File: config.mk
export PLATFORM = sky130hd
export DESIGN_NAME = nwt_mul
export DESIGN_NICKNAME = d
export VERILOG_FILES = /design/src/sv/nwt_pkg.sv /design/src/sv/nwt_mul.sv
export SDC_FILE = /design/constraint.sdc
export NUM_CORES = 2
export LEC_CHECK = 0
export BUFFER_PORTS_ARGS = -buffer_cell sky130_fd_sc_hd__buf_2
export CORE_AREA = 2 2 261 263
export CTS_CLUSTER_DIAMETER = 60
export DETAILED_ROUTE_END_ITERATION = 8
export DIE_AREA = 0 0 263 265
export GPL_TIMING_DRIVEN = 0
export PLACE_DENSITY = 0.89
export SYNTH_ARGS = -nofsm -noshare
export SYNTH_HDL_FRONTEND = slang
export SYNTH_SLANG_ARGS = --single-unit
export TNS_END_PERCENT = 30
File: constraint.sdc
create_clock -name clk -period 2.7 [get_ports clk]
set_input_delay 0.27 -clock clk [delete_from_list [all_inputs] [get_ports clk]]
set_output_delay 0.27 -clock clk [all_outputs]
set_load 0.02 [all_outputs]
File: src/sv/nwt_pkg.sv
// Shared constants, codes and saturation helper for the Newton interpolator.
`default_nettype none
package nwt_pkg;

    localparam int MAX_POINTS_DEF = 16;
    localparam int FRAC_BITS_DEF  = 16;

    // method register codes
    localparam logic [1:0] M_FWD = 2'd0;
    localparam logic [1:0] M_BWD = 2'd1;
    localparam logic [1:0] M_DIV = 2'd2;
    localparam logic [1:0] M_INV = 2'd3;

    // status codes
    localparam logic [1:0] ST_OK   = 2'd0;
    localparam logic [1:0] ST_INV  = 2'd1;
    localparam logic [1:0] ST_FEW  = 2'd2;
    localparam logic [1:0] ST_DIV0 = 2'd3;

    typedef struct packed {
        logic signed [31:0] v;
        logic               ovf;
    } sat_t;

    // clip a 34-bit signed value to the signed 32-bit range
    function automatic sat_t sat34(input logic signed [33:0] a);
        sat_t r;
        r.ovf = 1'b0;
        r.v   = a[31:0];
        if (a > 34'sh0_7FFF_FFFF)
        begin
            r.v   = 32'sh7FFF_FFFF;
            r.ovf = 1'b1;
        end
        else if (a < -34'sh0_8000_0000)
        begin
            r.v   = 32'sh8000_0000;
            r.ovf = 1'b1;
        end
        return r;
    endfunction

endpackage
`default_nettype wire

File: src/sv/nwt_mul.sv
// Two-stage fixed-point multiplier: product, then round half up and saturate.
`default_nettype none
module nwt_mul #(
    parameter int FRAC_BITS = 16
) (
    input  wire logic               clk,
    input  wire logic               rst_n,
    input  wire logic               start,
    input  wire logic signed [31:0] a,
    input  wire logic signed [31:0] b,
    output logic                    done,
    output logic signed [31:0]      prod,
    output logic                    ovf
);
    import nwt_pkg::*;

    logic signed [63:0] prod_reg;
    logic               v1_reg;
    logic               done_reg;
    logic signed [31:0] q_reg;
    logic               ovf_reg;
    logic signed [63:0] rnd;
    logic signed [63:0] sh;

    assign rnd = prod_reg + (64'sd1 <<< (FRAC_BITS - 1));
    assign sh  = rnd >>> FRAC_BITS;

    always_ff @(posedge clk or negedge rst_n)
    begin
        if (!rst_n)
        begin
            v1_reg   <= 1'b0;
            done_reg <= 1'b0;
        end
        else
        begin
            v1_reg   <= start;
            done_reg <= v1_reg;
            if (start)
                prod_reg <= a * b;
            if (v1_reg)
            begin
                if (sh > 64'sh7FFF_FFFF)
                begin
                    q_reg   <= 32'sh7FFF_FFFF;
                    ovf_reg <= 1'b1;
                end
                else if (sh < -64'sh8000_0000)
                begin
                    q_reg   <= 32'sh8000_0000;
                    ovf_reg <= 1'b1;
                end
                else
                begin
                    q_reg   <= sh[31:0];
                    ovf_reg <= 1'b0;
                end
            end
        end
    end

    assign done = done_reg;
    assign prod = q_reg;
    assign ovf  = ovf_reg;

endmodule
`default_nettype wire

==> metrics.yaml <==
synth:
  synthXorXnorAreaFrac_pct: 2.09
  async_flop_share_pct: 2.38
  yosys.cell_count.top_type: "fa_1"
  yosys.area.top_type: "fa_1"
  seq_area_frac_synth_pct: 6.31
  synth_top_area_share_pct: 54.4
  synthAdderAreaFrac_pct: 60.1
  netlist_top_cells_count: "fa_1 (1081), inv_1 (995), nand2_1 (561)"
  synth_compound_area_share_pct: 3.86
  ys_types: 69
  synth_edf_count: 82
  synth-simple-area-share_pct: 16.1
  ys_warn_count: 0
  synth.avg_cell_area_um2: 9.55
  synth_area_leaders: "fa_1 (54%), inv_1 (9.4%), and2_1 (7.9%)"
  ys_ff_latch: 84
  syn_area_um2: 39800
  synthMuxAreaShare_pct: 0.0755
  synthFlopType: "edfxtp_1"
  syn_inst: 4167
  syn_nets: 5496
  synth_top_family_by_area: "adder cells"
floorplanning:
  die_area_um2: 69700
  fp-row-count: 95
  boundaryPins: 101
  die_x_um: 263
  core_um2: 66800
  initial_utilization_pct: 59.6
  die_y_um: 265
timing:
  finClkSkew_ns: 0.00843
  setup_viol: 82
  finalHoldViolCount: 0
  slew_viol_final: 0
  fin_crit_sh_pct: 278
  rsz0062_at_grt: "true"
  worst_pin_slew_ns: 0.775
  slew_headroom_pct: 47.9
  fmax_mhz: 133
  fin_ws_ns: -4.82
  layout_min_cycle_time_ns: 7.52
hold_path:
  hp-start: "start"
  hp-class: "in2reg"
detailed_routing:
  ant_nets: 0
  wirelength_um: 166000
  remaining_drc_errors: 0
  routedWlPerCell_um: 31.0
  firstDrtPassIters: 9
  drtIter0Drc: 4241
  vias: 34103
  routed_via_density: 6.36
global_route:
  busiest_layer: "met2"
  track_usage_pct: 47.2
  grt_util_met3_pct: 18.3
  grt_overflow: 0
  gr-usage-met2_pct: 70.0
  grt_use_met1_pct: 53.1
  grt_first_pass_wirelength_um: 233000
  grt_max_degree: 34
  antenna_found_initial: 29
  grt_pass1_vias: 36779
placed_design:
  hpwlAfterDp_um: 117000
  dp_slack_ns: -5.95
  io_buffers: 100
  dpl.cell_count: 5141
  globalplace.congestion: 1.09
worst_setup_path:
  cp-end-kind: "flip-flop"
  r2r_start: "prod_reg[24]"
  path_class: "in2reg"
  required_ns: 2.79
  crit_arrival_ns: 7.61
  cp_slowest_cell: "fa_2"
  path_max_fanout: 5
  critPathMaxStageDelay_ns: 0.66
  crit_start: "b[7]"
  worst_path_most_repeated_cell: "fa_1"
  crit_path_start_kind: "primary input"
clocking:
  cts-root-buf: "clkbuf_16"
  path_clk_slew_ns: 0.06
  cts_sinks: 84
  clock_latency_ns: 0.34
  numCtsBuffers: 9
  ctsHtreeMaxLevel: 3
  clk_path_buf_depth: 2
  cts_tree: "done"
cells_and_area:
  fin_nets: 5792
  stdcell_count: 5358
  largest_register_ffs: 81
  areaGrowthSynthToFinish_pct: 20.2
  final_layout_size_suffix_gt1_share_pct: 19.7
outcome:
  status: "complete, but fails checks"
  violations: "negative setup slack"
flow_run:
  drv_cap: 0
## metal layers
metal  share of wire, %  vias up
met5              0.042        -
met1                 30    17107
met4                 12        8
met2                 43     3107
li1                   -    12732
met3                 15     1149
## cell families (layout without fill, tap and decap cells)
kind of cell	after synthesis	after routing
other cells	0	17
buf+inv	1208	1509
xor+xnor	95	95
compound gates	243	243
mux	3	3
simple gates	1272	1272
fa+ha+maj	1262	1262
flops	84	84
## timing repair
| action | in CTS | in global routing |
|---|---|---|
| pin swaps | 182 | 152 |
| gates cloned | 2 | 1 |
| hold buffers | 1 | 0 |
| endpoints found under the setup margin | 82 | 82 |
| hold endpoints to repair | 2 | 0 |
| gates resized for setup | 695 | 204 |
| setup buffers | 123 | 69 |
## layout by cell type, fill, tap and decap left out, types with 25 or more instances in the layout
master	netlist	routed
a21o_1	38	38
a21oi_1	72	34
and2_1	505	476
and2_4	1	27
buf_2	4	64
buf_4	3	173
buf_6	0	49
clkbuf_16	0	78
clkbuf_4	0	37
clkbuf_8	0	50
edfxtp_1	82	82
fa_1	1081	989
fa_2	0	92
ha_1	181	137
ha_4	0	37
inv_1	995	958
inv_2	0	29
nand2_1	561	533
nand4_1	27	27
nor2_1	65	54
o21ai_1	16	25
xnor2_1	64	58
xor2_1	31	30
## layout make-up
class	instances	area (µm²)
timing repair buffer	293	2480
fill	4479	19000
sequential	84	2510
clock inverter	5	100
tap	873	1090
buffer	204	3170
clock buffer	11	233
multi-input combinational	2875	34400
inverter	996	3770
antenna	17	42.5
## critical path: cells and delay by family
| family | cells | cell delay (ns) |
|---|---|---|
| buf+inv | 12 | 1.37 |
| xor+xnor | 1 | 0.10 |
| simple gates | 3 | 0.37 |
| fa+ha+maj | 9 | 4.77 |
| compound gates | 3 | 0.69 |
## stage by stage
step | cell area, µm² | utilization, % | TNS (ns) | hold WS (ns)
3_3_place_gp | 42400 | 63.4 | -263.50 | 0.0638
5_1_grt | 47800 | 71.6 | -237.44 | 0.0590
4_1_cts | 46700 | 69.8 | -205.30 | 0.0449
6_report | 47800 | 71.6 | -229.25 | 0.0627
2_1_floorplan | 40800 | - | -183.76 | -0.0256
3_5_place_dp | 42400 | 63.5 | -270.40 | 0.0665
## worst paths after layout
| path | end | slack (ns) | cells after the start |
|---|---|---|---|
| setup / recovery | prod_reg[62] | -4.82 | 28 |
| hold / removal | v1_reg | 0.06 | 1 |
| setup reg to reg | prod[30] | -0.75 | 9 |
| hold reg to reg | done | 0.37 | 0 |
| max in group asynchronous | v1_reg | 2.34 | 2 |
| min in group asynchronous | done | 0.26 | 2 |
Power is not shown: default switching activity piles up to over one toggle a cycle in this logic, so the estimate is an artifact.
