$ cat config.mk
export PLATFORM = sky130hd
export DESIGN_NAME = nwt_div
export DESIGN_NICKNAME = d
export VERILOG_FILES = /design/src/sv/nwt_pkg.sv /design/src/sv/nwt_div.sv
export SDC_FILE = /design/constraint.sdc
export NUM_CORES = 1
export LEC_CHECK = 0
export BUFFER_PORTS_ARGS = -buffer_cell sky130_fd_sc_hd__clkbuf_2
export CAP_MARGIN = 40
export CORE_ASPECT_RATIO = 0.7
export CORE_MARGIN = 10
export CORE_UTILIZATION = 30
export CTS_CLUSTER_SIZE = 20
export DETAILED_ROUTE_END_ITERATION = 8
export PLACE_DENSITY_LB_ADDON = 0.12
export SKIP_CTS_REPAIR_TIMING = 1
export SKIP_LAST_GASP = 1
export SLEW_MARGIN = 15
export SYNTH_ARGS = -nofsm -noshare
export SYNTH_HDL_FRONTEND = slang
export SYNTH_SLANG_ARGS = --single-unit
$ cat constraint.sdc
create_clock -name clk -period 4.5 [get_ports clk]
set_input_delay 0.45 -clock clk [delete_from_list [all_inputs] [get_ports clk]]
set_output_delay 0.45 -clock clk [all_outputs]
set_load 0.05 [all_outputs]
$ cat src/sv/nwt_pkg.sv
// Shared constants, codes and saturation helper for the Newton interpolator.
`default_nettype none
package nwt_pkg;

    localparam int MAX_POINTS_DEF = 16;
    localparam int FRAC_BITS_DEF  = 16;

    // method register codes
    localparam logic [1:0] M_FWD = 2'd0;
    localparam logic [1:0] M_BWD = 2'd1;
    localparam logic [1:0] M_DIV = 2'd2;
    localparam logic [1:0] M_INV = 2'd3;

    // status codes
    localparam logic [1:0] ST_OK   = 2'd0;
    localparam logic [1:0] ST_INV  = 2'd1;
    localparam logic [1:0] ST_FEW  = 2'd2;
    localparam logic [1:0] ST_DIV0 = 2'd3;

    typedef struct packed {
        logic signed [31:0] v;
        logic               ovf;
    } sat_t;

    // clip a 34-bit signed value to the signed 32-bit range
    function automatic sat_t sat34(input logic signed [33:0] a);
        sat_t r;
        r.ovf = 1'b0;
        r.v   = a[31:0];
        if (a > 34'sh0_7FFF_FFFF)
        begin
            r.v   = 32'sh7FFF_FFFF;
            r.ovf = 1'b1;
        end
        else if (a < -34'sh0_8000_0000)
        begin
            r.v   = 32'sh8000_0000;
            r.ovf = 1'b1;
        end
        return r;
    endfunction

endpackage
`default_nettype wire

$ cat src/sv/nwt_div.sv
// Radix-2 restoring divider, round to nearest (ties away), saturated result.
`default_nettype none
module nwt_div #(
    parameter int NUM_W = 49,
    parameter int DEN_W = 33
) (
    input  wire logic                    clk,
    input  wire logic                    rst_n,
    input  wire logic                    start,
    input  wire logic signed [NUM_W-1:0] num,
    input  wire logic signed [DEN_W-1:0] den,
    output logic                         done,
    output logic signed [31:0]           quo,
    output logic                         ovf
);
    import nwt_pkg::*;

    localparam int DVW  = NUM_W + 1;
    localparam int CNTW = $clog2(DVW + 1);

    typedef enum logic [1:0] {D_IDLE, D_RUN, D_FIN} state_t;

    state_t               state_reg;
    logic [DVW-1:0]       dvd_reg;
    logic [DEN_W-1:0]     rem_reg;
    logic [DEN_W-1:0]     dsr_reg;
    logic                 neg_reg;
    logic [CNTW-1:0]      cnt_reg;
    logic                 done_reg;
    logic signed [31:0]   quo_reg;
    logic                 ovf_reg;

    logic [NUM_W-1:0]     un;
    logic [DEN_W-1:0]     ud;
    logic [DEN_W:0]       trial;
    logic                 ge;
    logic [DEN_W-1:0]     rem_new;

    assign un      = num[NUM_W-1] ? NUM_W'(-num) : NUM_W'(num);
    assign ud      = den[DEN_W-1] ? DEN_W'(-den) : DEN_W'(den);
    assign trial   = {rem_reg, dvd_reg[DVW-1]};
    assign ge      = trial >= {1'b0, dsr_reg};
    assign rem_new = ge ? DEN_W'(trial - {1'b0, dsr_reg}) : trial[DEN_W-1:0];

    always_ff @(posedge clk or negedge rst_n)
    begin
        if (!rst_n)
        begin
            state_reg <= D_IDLE;
            cnt_reg   <= '0;
            done_reg  <= 1'b0;
        end
        else
        begin
            done_reg <= (state_reg == D_FIN);
            case (state_reg)
                D_IDLE:
                begin
                    if (start)
                    begin
                        dvd_reg   <= DVW'(un) + DVW'(ud >> 1);
                        rem_reg   <= '0;
                        dsr_reg   <= ud;
                        neg_reg   <= num[NUM_W-1] ^ den[DEN_W-1];
                        cnt_reg   <= CNTW'(DVW);
                        state_reg <= D_RUN;
                    end
                end
                D_RUN:
                begin
                    dvd_reg <= {dvd_reg[DVW-2:0], ge};
                    rem_reg <= rem_new;
                    cnt_reg <= cnt_reg - 1'b1;
                    if (cnt_reg == CNTW'(1))
                        state_reg <= D_FIN;
                end
                D_FIN:
                begin
                    if (neg_reg)
                    begin
                        if (dvd_reg > DVW'(33'h0_8000_0000))
                        begin
                            quo_reg <= 32'sh8000_0000;
                            ovf_reg <= 1'b1;
                        end
                        else
                        begin
                            quo_reg <= 32'(~dvd_reg[31:0] + 32'd1);
                            ovf_reg <= 1'b0;
                        end
                    end
                    else
                    begin
                        if (dvd_reg > DVW'(33'h0_7FFF_FFFF))
                        begin
                            quo_reg <= 32'sh7FFF_FFFF;
                            ovf_reg <= 1'b1;
                        end
                        else
                        begin
                            quo_reg <= dvd_reg[31:0];
                            ovf_reg <= 1'b0;
                        end
                    end
                    state_reg <= D_IDLE;
                end
                default: state_reg <= D_IDLE;
            endcase
        end
    end

    assign done = done_reg;
    assign quo  = quo_reg;
    assign ovf  = ovf_reg;

endmodule
`default_nettype wire

==> flow_summary.yaml <==
logic_synthesis:
  synth-main-ff-cell: "edfxtp_1"
  synthesis.area_sq_mm: 0.0127
  synth-seq-cells: 159
  yosys_warnings: 0
  synth-seq-area-share_pct: 37.3
  synth.distinct_cells: 83
  synth_top_cells_by_area: "edfxtp_1 (36%), xnor2_1 (7.9%), ha_1 (6.9%)"
  yosysTopAreaCell: "edfxtp_1"
  synth_top_area_share_pct: 35.5
  avgSynthCellArea_sq_um: 9.14
  syn-instance-count: 1386
  syn_nets: 1543
  synth_edf_count: 150
  async_reset_ff_share_pct: 5.66
drt:
  drt-pass1-iter-count: 5
  antenna_left: 0
  wl_microns: 42100
  vias: 11400
  drtIter0Drc: 900
  wl_per_cell_microns: 19.2
  drc: 0
  viasPerCell: 5.20
worst_setup_path:
  r2r-start: "dvd_reg[0]$_DFFE_PP_"
  slowest_stage: "or4_4"
  end_kind: "register"
  crit_chain: "buf_6, nor4_4, nand2_2, or3_4, or3_4, or3_4, or2_4, or3_4, or4_4, o41ai_4, xnor2_2, ha_1, buf_4, buf_6, a21o_1, a21oi_2, o21ai_1, a21oi_2, a311oi_4, buf_12, buf_4, nand3_2, xor2_1, a21oi_1"
  path_class: "in -> reg"
  cpPeakStageDelay_ns: 0.48
  reg2reg_setup_slack_ns: 0.33
  critPathTopFamily: "simple AND/OR/NAND/NOR gates"
  crit_buf_inv: 5
  crit_top_cell: "or3_4"
  cp_max_fo: 8
  startpoint_type: "input port"
  reg2reg_depth: 12
  critical_path_arrival_ns: 5.55
  rr_endpoint: "quo[27]$_DFFE_PP_"
  critPathRequiredTime_ns: 4.67
final_layout:
  final_area_sq_mm: 0.0159
  final_common_cell: "buf_4"
  syn_to_final_growth_pct: 25.7
  postLayoutCoreUtil_pct: 38.5
  nFillCells: 4184
  largest_reg_flops: 50
  final_cells: 2198
  drive_above_1_share_pct: 24.8
  fin_nets: 1796
  final_cell_mix: "buf_4 (173), edfxtp_1 (150), clkbuf_2 (116)"
placed_design:
  place_inst: 2150
  numPortBuffers: 118
  post_dp_cell_area_sq_mm: 0.0150
  dp_hpwl_microns: 33500
  gp_congestion: 0.879
clocking:
  cts_root_buf: "clkbuf_16"
  cts.sinks: 159
  clock_path_buffers: 2
  clk_pin_slew_ns: 0.07
  clk_latency_ns: 0.45
  cts_tree: "done"
  htree_levels: 4
  cts_inserted_buffers: 17
power:
  p_clk_share_pct: 18.9
  finalPower_mw: 7.86
  internal-power_mw: 4.66
  comb_power_share_pct: 48.3
  p_switching_mw: 3.20
  power.density_mw_per_mm2: 493
  p_sw_share_pct: 40.7
  p_leak_nw: 6.45
  power_frac_seq_pct: 32.7
  ir_worst_vdd_uv: 282
sta:
  slew_headroom_pct: 44.5
  rsz0062_at_grt: "true"
  skew_ns: 0.0129
  fin_crit_sh_pct: 120
  period_needed_ns: 5.39
  fin_ws_ns: -0.886
  tns_ns: -16.82
  finalHoldViolCount: 0
  fmax_mhz: 186
  setup_viol: 28
  worst_pin_slew_ns: 0.833
  final_max_slew_viol_count: 0
die:
  num_io_pins: 119
  die-area_sq_mm: 0.0510
  die_h_microns: 192
  core.rowCount: 62
  fp.dieW_microns: 266
  coreArea_sq_mm: 0.0413
  start_util_pct: 30.7
global_routing:
  grt.total_usage_pct: 16.3
  grt_max_degree: 71
  gr-total-overflow: 0
  grt_pass1_wl_microns: 64400
  grt_pass1_vias: 10900
  antenna_found_initial: 7
worst_hold_path:
  hold_path_end: "dsr_reg[0]$_DFFE_PP_"
  holdPathStages: 2
  hp-class: "in -> reg"
  hp-start: "den[0]"
status:
  status: "finished with violations"
  violations: "setup timing"
job:
  cap_violations: 0
-- synth_stat cells (all sizes together) (29+ instances only) --
cell type and number:
a21oi 102, or3 29, edfxtp 150, nand2 115, o21ai 101, clkbuf 53
xor2 35, ha 70, a21o 29, inv 71, xnor2 115, nor2 105
nor3 29, o31ai 31
-- worst reg2reg max path, stage by stage, from the launching register on --
cell	delay, ns
edfxtp_1	0.45
inv_1	0.11
ha_1	0.18
or3b_1	0.48
nor4_4	0.39
nand3_2	0.21
or4_1	0.47
or4_4	0.46
o21ai_4	0.30
nand2_2	0.11
clkinv_2	0.12
nand2_4	0.20
o311ai_1	0.47
-- area by class of cell --
cell class / count / area (sq um) / area share, %
diodes: 2 / 5.00 / 0.0314
flip-flops and latches: 159 / 4730 / 29.7
multi-input cells: 1092 / 7690 / 48.3
clock inverters: 14 / 148 / 0.927
inverters: 73 / 275 / 1.73
well taps: 544 / 681 / 4.27
repair buffers: 296 / 1970 / 12.4
clock buffers: 18 / 429 / 2.69
-- power groups by stage --
stage	Clock, mW	Sequential [mW]	Combinational [mW]
after CTS	1.52	2.57	3.72
after floorplan	0	2.45	2.64
after detailed placement	0	2.59	3.70
after global routing	1.59	2.63	4.24
after global placement	0	2.59	3.67
final	1.49	2.57	3.80
-- how the worst max path moves through the flow --
| stage | startpoint | endpoint | slack, ns | cells past startpoint |
|---|---|---|---|---|
| global placement | den[4] | dvd_reg[47]$_DFFE_PP_ | -1.28 | 22 |
| detailed placement | den[4] | dvd_reg[47]$_DFFE_PP_ | -1.35 | 22 |
| floorplan | den[4] | dvd_reg[47]$_DFFE_PP_ | -0.80 | 21 |
| finish | den[3] | dvd_reg[43]$_DFFE_PP_ | -0.89 | 24 |
| CTS | den[4] | dvd_reg[47]$_DFFE_PP_ | -0.88 | 22 |
| global route | den[3] | dvd_reg[43]$_DFFE_PP_ | -1.04 | 24 |
-- per-stage QoR --
stage	setup WS [ns]	hold slack, ns
2_1_floorplan	-0.801	0.154
3_3_place_gp	-1.28	0.350
3_5_place_dp	-1.35	0.352
4_1_cts	-0.876	-0.132
5_1_grt	-1.04	0.297
6_report	-0.886	0.304
-- routing by layer --
metal	wire, microns	global-route usage (%)	up-vias
li1	-	-	5699
met1	22300	25.3	5393
met2	16600	22.4	297
met3	2730	3.63	29
met4	446	3.18	8
met5	59	0	-
-- kinds of logic after synthesis --
kind of cell | after synthesis | share of synthesized area [%]
AO/OA/AOI/OAI | 394 | 20.4
XOR/XNOR | 150 | 10.4
adder cells (fa/ha/maj) | 72 | 7.23
buffers and inverters | 135 | 4.10
flip-flops | 159 | 37.3
multiplexers | 25 | 1.97
AND/OR/NAND/NOR | 451 | 18.6
Power figures use the tool's default switching activity.
